--- config.mk ---
export PLATFORM = sky130hd
export DESIGN_NAME = byte_ring_buffer_msg_len_unit
export DESIGN_NICKNAME = d
export VERILOG_FILES = /design/src/rtl/brb_pkg.sv /design/src/rtl/byte_ring_buffer_msg_len_unit.sv
export SDC_FILE = /design/constraint.sdc
export NUM_CORES = 1
export LEC_CHECK = 0
export BUFFER_PORTS_ARGS = -buffer_cell sky130_fd_sc_hd__buf_2
export CAP_MARGIN = 20
export CORE_ASPECT_RATIO = 0.75
export CORE_MARGIN = 2
export CORE_UTILIZATION = 55
export CTS_CLUSTER_SIZE = 10
export DETAILED_ROUTE_END_ITERATION = 8
export GPL_ROUTABILITY_DRIVEN = 0
export PLACE_DENSITY = 0.75
export SYNTH_ARGS = -nofsm -noshare
export SYNTH_HDL_FRONTEND = slang
export SYNTH_SLANG_ARGS = --single-unit
--- constraint.sdc ---
create_clock -name clk -period 4.4 [get_ports clk]
set_input_delay 0.88 -clock clk [delete_from_list [all_inputs] [get_ports clk]]
set_output_delay 0.88 -clock clk [all_outputs]
set_load 0.05 [all_outputs]
--- src/rtl/brb_pkg.sv ---
`timescale 1ns / 1ps

package brb_pkg;

  typedef logic [1:0] cmd_t;
  typedef logic [1:0] status_t;

  localparam cmd_t CMD_WRITE   = 2'd0;
  localparam cmd_t CMD_READ    = 2'd1;
  localparam cmd_t CMD_CLEAR   = 2'd2;
  localparam cmd_t CMD_MEASURE = 2'd3;

  localparam status_t ST_OK     = 2'd0;
  localparam status_t ST_WR_REJ = 2'd1;
  localparam status_t ST_RD_REJ = 2'd2;

  // most results that a single read may produce
  localparam int unsigned MAX_RES = 32;

endpackage

--- src/rtl/byte_ring_buffer_msg_len_unit.sv ---
`timescale 1ns / 1ps
// Write, clear, rejected or empty read and measure of an empty store give their
// single result in the cycle after the item transfer. A read of N bytes fetches each byte
// into the registered memory read data and then loads it into the output register, one
// byte per cycle while the output is not stalled. A measure walks the store one entry per
// cycle from the read index. Writes stream one per cycle while the output is not stalled.
// Reset (rst, synchronous) clears state, indexes, fill count, drop flag and result_valid; store and output data keep.
module byte_ring_buffer_msg_len_unit #(
  parameter int DEPTH = 32
) (
  input  logic       clk,
  input  logic       rst,
  input  logic       item_valid,
  output logic       item_stall,
  input  logic [1:0] cmd,
  input  logic [7:0] wr_byte,
  input  logic [5:0] xfer_count,
  input  logic       first_of_xfer,
  output logic       result_valid,
  input  logic       result_stall,
  output logic [7:0] rd_byte,
  output logic [1:0] status,
  output logic [5:0] msg_len,
  output logic [5:0] readable_count,
  output logic [5:0] writeable_count,
  output logic       last_of_run
);

  localparam int AW = $clog2(DEPTH);
  localparam int CW = $clog2(DEPTH + 1);
  localparam int XW = ((CW > 6) ? CW : 6) + 1;

  localparam logic [1:0] S_IDLE = 2'd0;
  localparam logic [1:0] S_READ = 2'd1;
  localparam logic [1:0] S_SCAN = 2'd2;

  function automatic logic [AW-1:0] ptr_inc(input logic [AW-1:0] p);
    ptr_inc = (p == AW'(DEPTH - 1)) ? '0 : p + AW'(1);
  endfunction

  logic [7:0] store [DEPTH];
  logic [7:0] mem_rdata;
  logic          mem_we;
  logic          mem_re;
  logic [AW-1:0] mem_raddr;

  logic [1:0]    state, state_next;
  logic [AW-1:0] rd_index, rd_index_next;
  logic [AW-1:0] wr_index, wr_index_next;
  logic [CW-1:0] fill, fill_next;
  logic          dropping, dropping_next;
  logic [AW-1:0] work_ptr, work_ptr_next;
  logic [CW-1:0] rem, rem_next;
  logic [CW-1:0] scan_idx, scan_idx_next;

  logic          out_free;
  logic          accept;
  logic          load;
  logic [7:0]    ld_byte;
  brb_pkg::status_t ld_status;
  logic [CW-1:0] ld_len;
  logic          ld_last;

  logic [XW-1:0] cnt_x;
  logic [XW-1:0] fill_x;
  logic [XW-1:0] free_x;
  logic          full;
  logic          drop_now;
  logic [AW:0]   rd_sum;
  logic          scan_hit;

  assign out_free   = !result_valid || !result_stall;
  assign item_stall = (state != S_IDLE) || !out_free;
  assign accept     = item_valid && !item_stall;

  assign cnt_x    = XW'(xfer_count);
  assign fill_x   = XW'(fill);
  assign free_x   = XW'(DEPTH) - fill_x;
  assign full     = (fill == CW'(DEPTH));
  assign drop_now = first_of_xfer ? (cnt_x > free_x) : dropping;
  assign rd_sum   = {1'b0, rd_index} + (AW + 1)'(xfer_count);
  assign scan_hit = (mem_rdata == 8'd0) || ((scan_idx + CW'(1)) == fill);

  always_comb begin
    state_next    = state;
    rd_index_next = rd_index;
    wr_index_next = wr_index;
    fill_next     = fill;
    dropping_next = dropping;
    work_ptr_next = work_ptr;
    rem_next      = rem;
    scan_idx_next = scan_idx;
    mem_we        = 1'b0;
    mem_re        = 1'b0;
    mem_raddr     = work_ptr;
    load          = 1'b0;
    ld_byte       = 8'd0;
    ld_status     = brb_pkg::ST_OK;
    ld_len        = '0;
    ld_last       = 1'b1;

    unique case (state)
      S_IDLE: begin
        if (accept) begin
          unique case (cmd)
            brb_pkg::CMD_WRITE: begin
              load          = 1'b1;
              dropping_next = drop_now;
              if (drop_now || full) begin
                ld_status = brb_pkg::ST_WR_REJ;
              end else begin
                mem_we        = 1'b1;
                wr_index_next = ptr_inc(wr_index);
                fill_next     = fill + CW'(1);
              end
            end
            brb_pkg::CMD_READ: begin
              if (cnt_x > fill_x || cnt_x > XW'(brb_pkg::MAX_RES)) begin
                load      = 1'b1;
                ld_status = brb_pkg::ST_RD_REJ;
              end else if (xfer_count == 6'd0) begin
                load = 1'b1;
              end else begin
                mem_re        = 1'b1;
                mem_raddr     = rd_index;
                work_ptr_next = ptr_inc(rd_index);
                rem_next      = CW'(xfer_count);
                rd_index_next = (rd_sum >= (AW + 1)'(DEPTH)) ?
                                AW'(rd_sum - (AW + 1)'(DEPTH)) : AW'(rd_sum);
                fill_next     = fill - CW'(xfer_count);
                state_next    = S_READ;
              end
            end
            brb_pkg::CMD_CLEAR: begin
              load          = 1'b1;
              rd_index_next = '0;
              wr_index_next = '0;
              fill_next     = '0;
              dropping_next = 1'b0;
            end
            brb_pkg::CMD_MEASURE: begin
              if (fill == '0) begin
                load = 1'b1;
              end else begin
                mem_re        = 1'b1;
                mem_raddr     = rd_index;
                work_ptr_next = ptr_inc(rd_index);
                scan_idx_next = '0;
                state_next    = S_SCAN;
              end
            end
          endcase
        end
      end
      S_READ: begin
        // hold the fetched byte until the output register frees up
        if (out_free) begin
          load    = 1'b1;
          ld_byte = mem_rdata;
          ld_last = (rem == CW'(1));
          if (rem == CW'(1)) begin
            state_next = S_IDLE;
          end else begin
            mem_re        = 1'b1;
            work_ptr_next = ptr_inc(work_ptr);
            rem_next      = rem - CW'(1);
          end
        end
      end
      S_SCAN: begin
        // a terminator and the end of the stored bytes both give offset + 1
        if (scan_hit) begin
          if (out_free) begin
            load       = 1'b1;
            ld_len     = scan_idx + CW'(1);
            state_next = S_IDLE;
          end
        end else begin
          mem_re        = 1'b1;
          work_ptr_next = ptr_inc(work_ptr);
          scan_idx_next = scan_idx + CW'(1);
        end
      end
      default: begin
        state_next = S_IDLE;
      end
    endcase
  end

  always_ff @(posedge clk) begin
    if (mem_we) begin
      store[wr_index] <= wr_byte;
    end
    if (mem_re) begin
      mem_rdata <= store[mem_raddr];
    end
  end

  always_ff @(posedge clk) begin
    if (rst) begin
      state        <= S_IDLE;
      rd_index     <= '0;
      wr_index     <= '0;
      fill         <= '0;
      dropping     <= 1'b0;
      result_valid <= 1'b0;
    end else begin
      state    <= state_next;
      rd_index <= rd_index_next;
      wr_index <= wr_index_next;
      fill     <= fill_next;
      dropping <= dropping_next;
      if (load) begin
        result_valid <= 1'b1;
      end else if (!result_stall) begin
        result_valid <= 1'b0;
      end
    end
  end

  always_ff @(posedge clk) begin
    work_ptr <= work_ptr_next;
    rem      <= rem_next;
    scan_idx <= scan_idx_next;
    if (load) begin
      rd_byte         <= ld_byte;
      status          <= ld_status;
      msg_len         <= 6'(ld_len);
      readable_count  <= 6'(fill_next);
      writeable_count <= 6'(CW'(DEPTH) - fill_next);
      last_of_run     <= ld_last;
    end
  end

endmodule

* After elaboration in Yosys (flattened, before gate mapping) *
Memory sizes are Yosys's and may differ from the RTL's. A register that Yosys moved wholly into a read port is not among the register bits.
Index checks and enable logic that the tools add are counted.

word-level totals
  bits in registers = 66
  memory bits (writable) = 256
  bits of input ports = 21
  output and inout bits = 31
  logic and storage cells = 176
  memories = 1

operators by class
  $add $sub $neg = 11
  order comparisons = 4
  eq/ne operators = 31
  multiplexer cells = 82
  reductions and logical operators = 32

memories
  memory  words  width  read ports  clocked after Yosys merged registers in  write ports  line                                 text
  store   32     8      1           1                                        1            byte_ring_buffer_msg_len_unit.sv:41  logic [7:0] store [DEPTH];

operators by type and width
  operator             number
  $mux 5               19
  $mux 6               15
  $pmux 5 s2           4
  $ne 2x2->1 const B   13
  $pmux 6 s2           2
  $mux 1               23
  $mux 2               9
  $pmux 6 s3           1
  $reduce_and 9->1     2
  $add 5x1->5 const B  3
  $eq 5x5->1 const B   3
  $pmux 5 s3           1
  $add 6x1->6 const B  2
  $logic_not 6->1      2
  $reduce_and 5->1     2
  $reduce_bool 2->1    5
  $ne 3x3->1 const B   3
  $pmux 1 s3           3
  $logic_not 8->1      1
  $pmux 2 s2           2
  $gt 6x7->1           1
  $reduce_and 7->1     1
  $sub 6x6->7 const A  1
  $add 5x6->6          1
  other kinds (25)     41

* Logic depth before layout (Yosys ltp) *
  depth after elaboration = 10
  gate-level depth with buffers = 17
  mapped depth without buffers = 16

* Worst setup path after synthesis *
Ideal clock, no wire load.

  path kind = input-to-reg
  from = input port xfer_count[0]
  to = register last_of_run, enable pin
  setup time = 0.424 ns
  arrival = 3.816 ns
  required time = 3.976 ns
  slack = 0.160 ns
  cell stages on the path = 10
  buffers on the path = 1
  path through = ha_1 -> inv_1 -> fa_1 -> a21oi_1 -> nor2_1 -> o211a_2 -> buf_6 -> o211ai_1 -> a22oi_1 -> a21oi_1

between the ends
  longest elaborated chain between the ends = 6
  elaborated cells between the ends (all ways) = 9
  classes of those cells = 2 x order compare; 5 x mux; 2 x reduce/logical

ends and longest elaborated chain
  element                                        line                                                                        text
  start, declared                                byte_ring_buffer_msg_len_unit.sv:17                                         input logic [5:0] xfer_count,
  $gt 6x6->1 or $logic_not 6->1 (tied branches)  byte_ring_buffer_msg_len_unit.sv:118, byte_ring_buffer_msg_len_unit.sv:121
  $logic_or 1x1->1 or $mux 1 (tied branches)     byte_ring_buffer_msg_len_unit.sv:118, byte_ring_buffer_msg_len_unit.sv:121
  $mux 1 (*)                                     byte_ring_buffer_msg_len_unit.sv:118                                        if (cnt_x > fill_x || cnt_x > XW'(brb_pkg::MAX_RES)) begin
  $pmux 1 s3 (*)                                 byte_ring_buffer_msg_len_unit.sv:105                                        unique case (cmd)
  $mux 1 (*)                                     byte_ring_buffer_msg_len_unit.sv:104                                        if (accept) begin
  $pmux 1 s3 (*)                                 byte_ring_buffer_msg_len_unit.sv:102                                        unique case (state)
  net load                                       byte_ring_buffer_msg_len_unit.sv:58                                         logic load;
  end signal, assigned                           byte_ring_buffer_msg_len_unit.sv:231                                        last_of_run <= ld_last;
  end, declared                                  byte_ring_buffer_msg_len_unit.sv:26                                         output logic last_of_run

Mark *: on every way through the listed nets, which the timed path passes. The rest lies on a longest branch.
A chain may end at the register's enable or synchronous reset.

* Worst setup path after layout *
  from = register fill[0]
  to = memory store[6][6], enable pin

between the ends
  longest elaborated chain between the ends = 10
  elaborated cells between the ends (all ways) = 11
  classes of those cells = 1 x add/sub; 1 x order compare; 1 x eq/ne; 7 x mux; 1 x reduce/logical

ends and longest elaborated chain
  element                           line                                  text
  start, declared                   byte_ring_buffer_msg_len_unit.sv:50   logic [CW-1:0] fill, fill_next;
  start signal, assigned            byte_ring_buffer_msg_len_unit.sv:211  fill <= fill_next;
  $sub 6x6->7                       byte_ring_buffer_msg_len_unit.sv:78   assign free_x = XW'(DEPTH) - fill_x;
  $gt 6x7->1                        byte_ring_buffer_msg_len_unit.sv:80   assign drop_now = first_of_xfer ? (cnt_x > free_x) : dropping;
  $mux 1                            byte_ring_buffer_msg_len_unit.sv:80
  $logic_or 1x1->1 (*)              byte_ring_buffer_msg_len_unit.sv:109  if (drop_now || full) begin
  $mux 1 (*)                        byte_ring_buffer_msg_len_unit.sv:109
  $mux 1 (*)                        byte_ring_buffer_msg_len_unit.sv:105
  $mux 1 (*)                        byte_ring_buffer_msg_len_unit.sv:104
  $mux 1 (*)                        byte_ring_buffer_msg_len_unit.sv:102
  $mux 1 (*)                        byte_ring_buffer_msg_len_unit.sv:191  if (mem_we) begin
  $mux 1 (implied by the code) (*)  byte_ring_buffer_msg_len_unit.sv:192  store[wr_index] <= wr_byte;
  end, declared                     byte_ring_buffer_msg_len_unit.sv:41

Every way passes the cells marked *; elsewhere a longest branch is shown, timed or not.

==> results.md <==
- F_max: 248 MHz
- WL/cell: 22.5 um
- Gr usage total: 26.3%
- Outcome: complete, no violations
- Tmin final: 4.02 ns
- Async SR Flop Fraction: 0%
- Setup CP Type: reg2reg
- Initial drt markers: 1382
- Vias in the first global route: 9051
- First-pass GRT wire length: 53800 um
- Post-route DRC: 0
- Measured slew at the worst slew-check pin: 1.05 ns
- Unrepaired setup endpoints after global routing: no
- Synthesized flop and latch total: 329
- Dpl hpwl: 24500 um
- Setup violators final: 0
- Sequential power share: 50.2%
- Instance count of the mapped netlist: 1094
- Final hold vios: 0
- Net Sw Frac: 24.1%
- Initial antenna violation count: 0
- Share of layout cells above drive strength 1: 15.7%
- Largest net degree at the start of global routing: 50
- Nets: 1283
- Die Width: 191 um
- FP Rows: 51
- Synth cell types: 67
- Pwr per Cell Area: 418 nW/um^2
- Root buffer cell: clkbuf_16
- Die area: 27700 um^2
- Dpl cell area: 15600 um^2
- Skew final: 0.0258 ns
- Post-Syn Area: 14500 um^2
- Clk_lat worst skew: 0.55 ns
- Sequential area share after synthesis: 66.8%
- Crit path required time: 4.63 ns
- Final wirelength: 35800 um
- R2R cell count: 15
- Die height: 145 um
- Synth warn: 0
- Cts bufs inserted: 39
- Combinational share of power: 9.1%
- H-tree Lvls: 2
- DRT Pass-1 Iters: 6
- P_sw: 0.00169 W
- Drt via density: 6.12
- Avg Synthesized Cell Area: 13.2 um^2
- Relative slew slack: 29.3%
- Core ar.: 25900 um^2
- Area Overhead vs Synth: 15.7%
- Post-CTS Setup Bufs: 0
- Starting Density: 55.9%
- Int Pwr: 0.00532 W
- Tcrit/Tclk final: 91.5%
- Clock buffer depth: 3
- Clock sink count: 329
- Diode count: 0
- Clock transition at the registers of the reported paths: 0.06 ns
- Crit path DAT: 4.25 ns
- RR Endpoint: store[6][6]
- Vias: 9730
- Crit path launch type: flip-flop
- Max IR drop VDD: 0.510 mV
- Synth Net Count: 1152
- Grt total ovfl: 0
- Crit path launch: fill[0]
- Worst r2r src: fill[0]
- Slack of the worst reg-to-reg path: 0.38 ns
- Static Leak: 6.41 nW
- Hold slack: 0.519 ns
- Number of top-level pins: 52
- # hold bufs at CTS: 0
- Max_cap viols: 0
- Type of the worst min-delay path: reg2reg
- CTS tree: yes
- Final ANT Viol Nets: 0
- CP Capture Type: flip-flop
- Resize count post-CTS: 0
- Critical path destination: store[6][6]
- Clock network power share: 40.7%
- Fill cells: 1910
- Final Cell Area: 16800 um^2
- Slew Limit Fails: 0
- Primary FF master, synth: edfxtp_1
- EDFF count, synth: 309
- CP Max Fanout: 8
- Port bufs: 51
==> worst min-delay path by stage <==
stage,start,to,slack [ns],cells after the start
6_report,dropping,dropping,0.52,2
5_1_grt,state[0],state[0],0.56,2
4_1_cts,dropping,dropping,0.52,2
3_5_place_dp,dropping,dropping,0.50,2
3_3_place_gp,dropping,dropping,0.49,2
2_1_floorplan,dropping,dropping,0.47,2
==> stage by stage <==
| stage | cells | power [W] | worst slack, ns | setup TNS (ns) | utilization, % |
|---|---|---|---|---|---|
| detailed placement | 1528 | 0.00421 | -0.0101 | -0.0101 | 60.4 |
| global route | 1589 | 0.00721 | 0.0892 | 0 | 64.7 |
| floorplan | 1094 | 0.00398 | 0.160 | 0 | - |
| global placement | 1528 | 0.00420 | 0.0618 | 0 | 60.4 |
| finish | 1589 | 0.00701 | 0.376 | 0 | 64.7 |
| CTS | 1589 | 0.00703 | 0.444 | 0 | 64.7 |
==> layout make-up <==
| cell class | instances | area, um^2 | share of cell area, % |
|---|---|---|---|
| multi-input combinational | 697 | 4530 | 27.0 |
| clock buffer | 57 | 1040 | 6.23 |
| tap | 344 | 430 | 2.57 |
| inverter | 27 | 101 | 0.605 |
| clock inverter | 4 | 63.8 | 0.381 |
| sequential | 329 | 9680 | 57.8 |
| timing repair buffer | 131 | 906 | 5.41 |
==> flip-flops by register name, indices dropped and copies added, names as in the netlist <==
register         cells
status               2
result_valid         1
scan_idx             6
fill                 6
work_ptr             5
rd_index             5
state                2
rem                  6
rd_byte              8
store              256
msg_len              6
mem_rdata            8
dropping             1
writeable_count      5
last_of_run          1
readable_count       6
wr_index             5
==> cell families (layout without fill, tap and decap cells) <==
kind of cell | Yosys count | count (layout) | synth area share, %
AOI/OAI and AO/OA | 133 | 133 | 6.47
xor gates and xnor gates | 33 | 33 | 2.00
adders and majority gates | 37 | 37 | 3.30
buffers and inverters | 68 | 219 | 2.14
DFF | 329 | 329 | 66.8
muxes | 89 | 89 | 6.18
and+or+nand+nor | 405 | 405 | 13.1
==> cell usage in the layout (no fill, tap or decap), types with 4 or more instances in the layout <==
cell       count
nand4_1       18
o21ai_0       15
a21o_1         7
nand3b_1       6
buf_12         4
dfxtp_1       20
nor2_1        97
mux2i_1       85
xor2_1        15
clkbuf_16     39
inv_1         27
nand2_1      131
nor2b_1        5
clkbuf_1      18
nand2b_1       5
a32oi_1        6
nand3_1       73
a22oi_1       46
a21oi_1       26
nor4_1         4
buf_4         76
and3_1        18
xnor2_1       18
nor3_1        22
mux2_2         4
ha_1          35
buf_2         51
edfxtp_1     309
==> per-layer routing <==
metal	share of wire [%]	global-route usage [%]
met4	1.8	6.76
met2	43	37.4
met1	44	40.0
met5	0	0
met3	12	7.04
==> critical path, cell delays in order (launching register included) <==
cell	delay, ns
dfxtp_1	0.31
inv_1	0.14
ha_1	0.24
or4b_1	0.54
nand2_1	0.13
ha_1	0.25
a21o_1	0.16
a21o_1	0.20
o21bai_1	0.34
and2_1	0.21
nand2_1	0.10
nor2_1	0.21
buf_4	0.17
nand2_1	0.26
nor2_1	0.21
buf_4	0.21
==> synth_stat cells, drive strengths merged, types with 2 or more instances <==
| cell type | count | area share, % |
|---|---|---|
| a22oi | 46 | 2.4 |
| mux2 | 4 | 0.31 |
| a32oi | 6 | 0.36 |
| nor3b | 3 | 0.16 |
| and2 | 3 | 0.13 |
| nand2 | 131 | 3.4 |
| o21ai | 18 | 0.62 |
| fa | 2 | 0.28 |
| o31ai | 2 | 0.10 |
| o211ai | 3 | 0.16 |
| nor2 | 97 | 2.5 |
| or3 | 3 | 0.13 |
| o32ai | 2 | 0.12 |
| nor4 | 5 | 0.26 |
| or4 | 2 | 0.10 |
| edfxtp | 309 | 64 |
| clkbuf | 22 | 0.57 |
| nand2b | 5 | 0.22 |
| mux2i | 85 | 5.9 |
| nand3b | 6 | 0.31 |
| a221oi | 2 | 0.12 |
| o211a | 2 | 0.14 |
| a21o | 8 | 0.42 |
| inv | 27 | 0.70 |
| a31oi | 2 | 0.086 |
| nor3 | 25 | 0.97 |
| ha | 35 | 3.0 |
| or2 | 4 | 0.17 |
| and3 | 18 | 0.78 |
| nand4 | 18 | 0.78 |
| a21oi | 28 | 1.0 |
| nor2b | 5 | 0.22 |
| nor4b | 2 | 0.12 |
| xnor2 | 18 | 1.1 |
| buf | 19 | 0.87 |
| xor2 | 15 | 0.91 |
| dfxtp | 20 | 2.8 |
| nand3 | 73 | 2.5 |
==> power by group through the flow <==
| stage | Clock [W] | Sequential (W) | Combinational (W) |
|---|---|---|---|
| final | 0.00285 | 0.00352 | 0.000641 |
| after CTS | 0.00288 | 0.00351 | 0.000635 |
| after global routing | 0.00300 | 0.00352 | 0.000688 |
| after detailed placement | 0 | 0.00358 | 0.000633 |
| after floorplan | 0 | 0.00368 | 0.000302 |
| after global placement | 0 | 0.00358 | 0.000623 |
(Power assumes the default switching activity.)
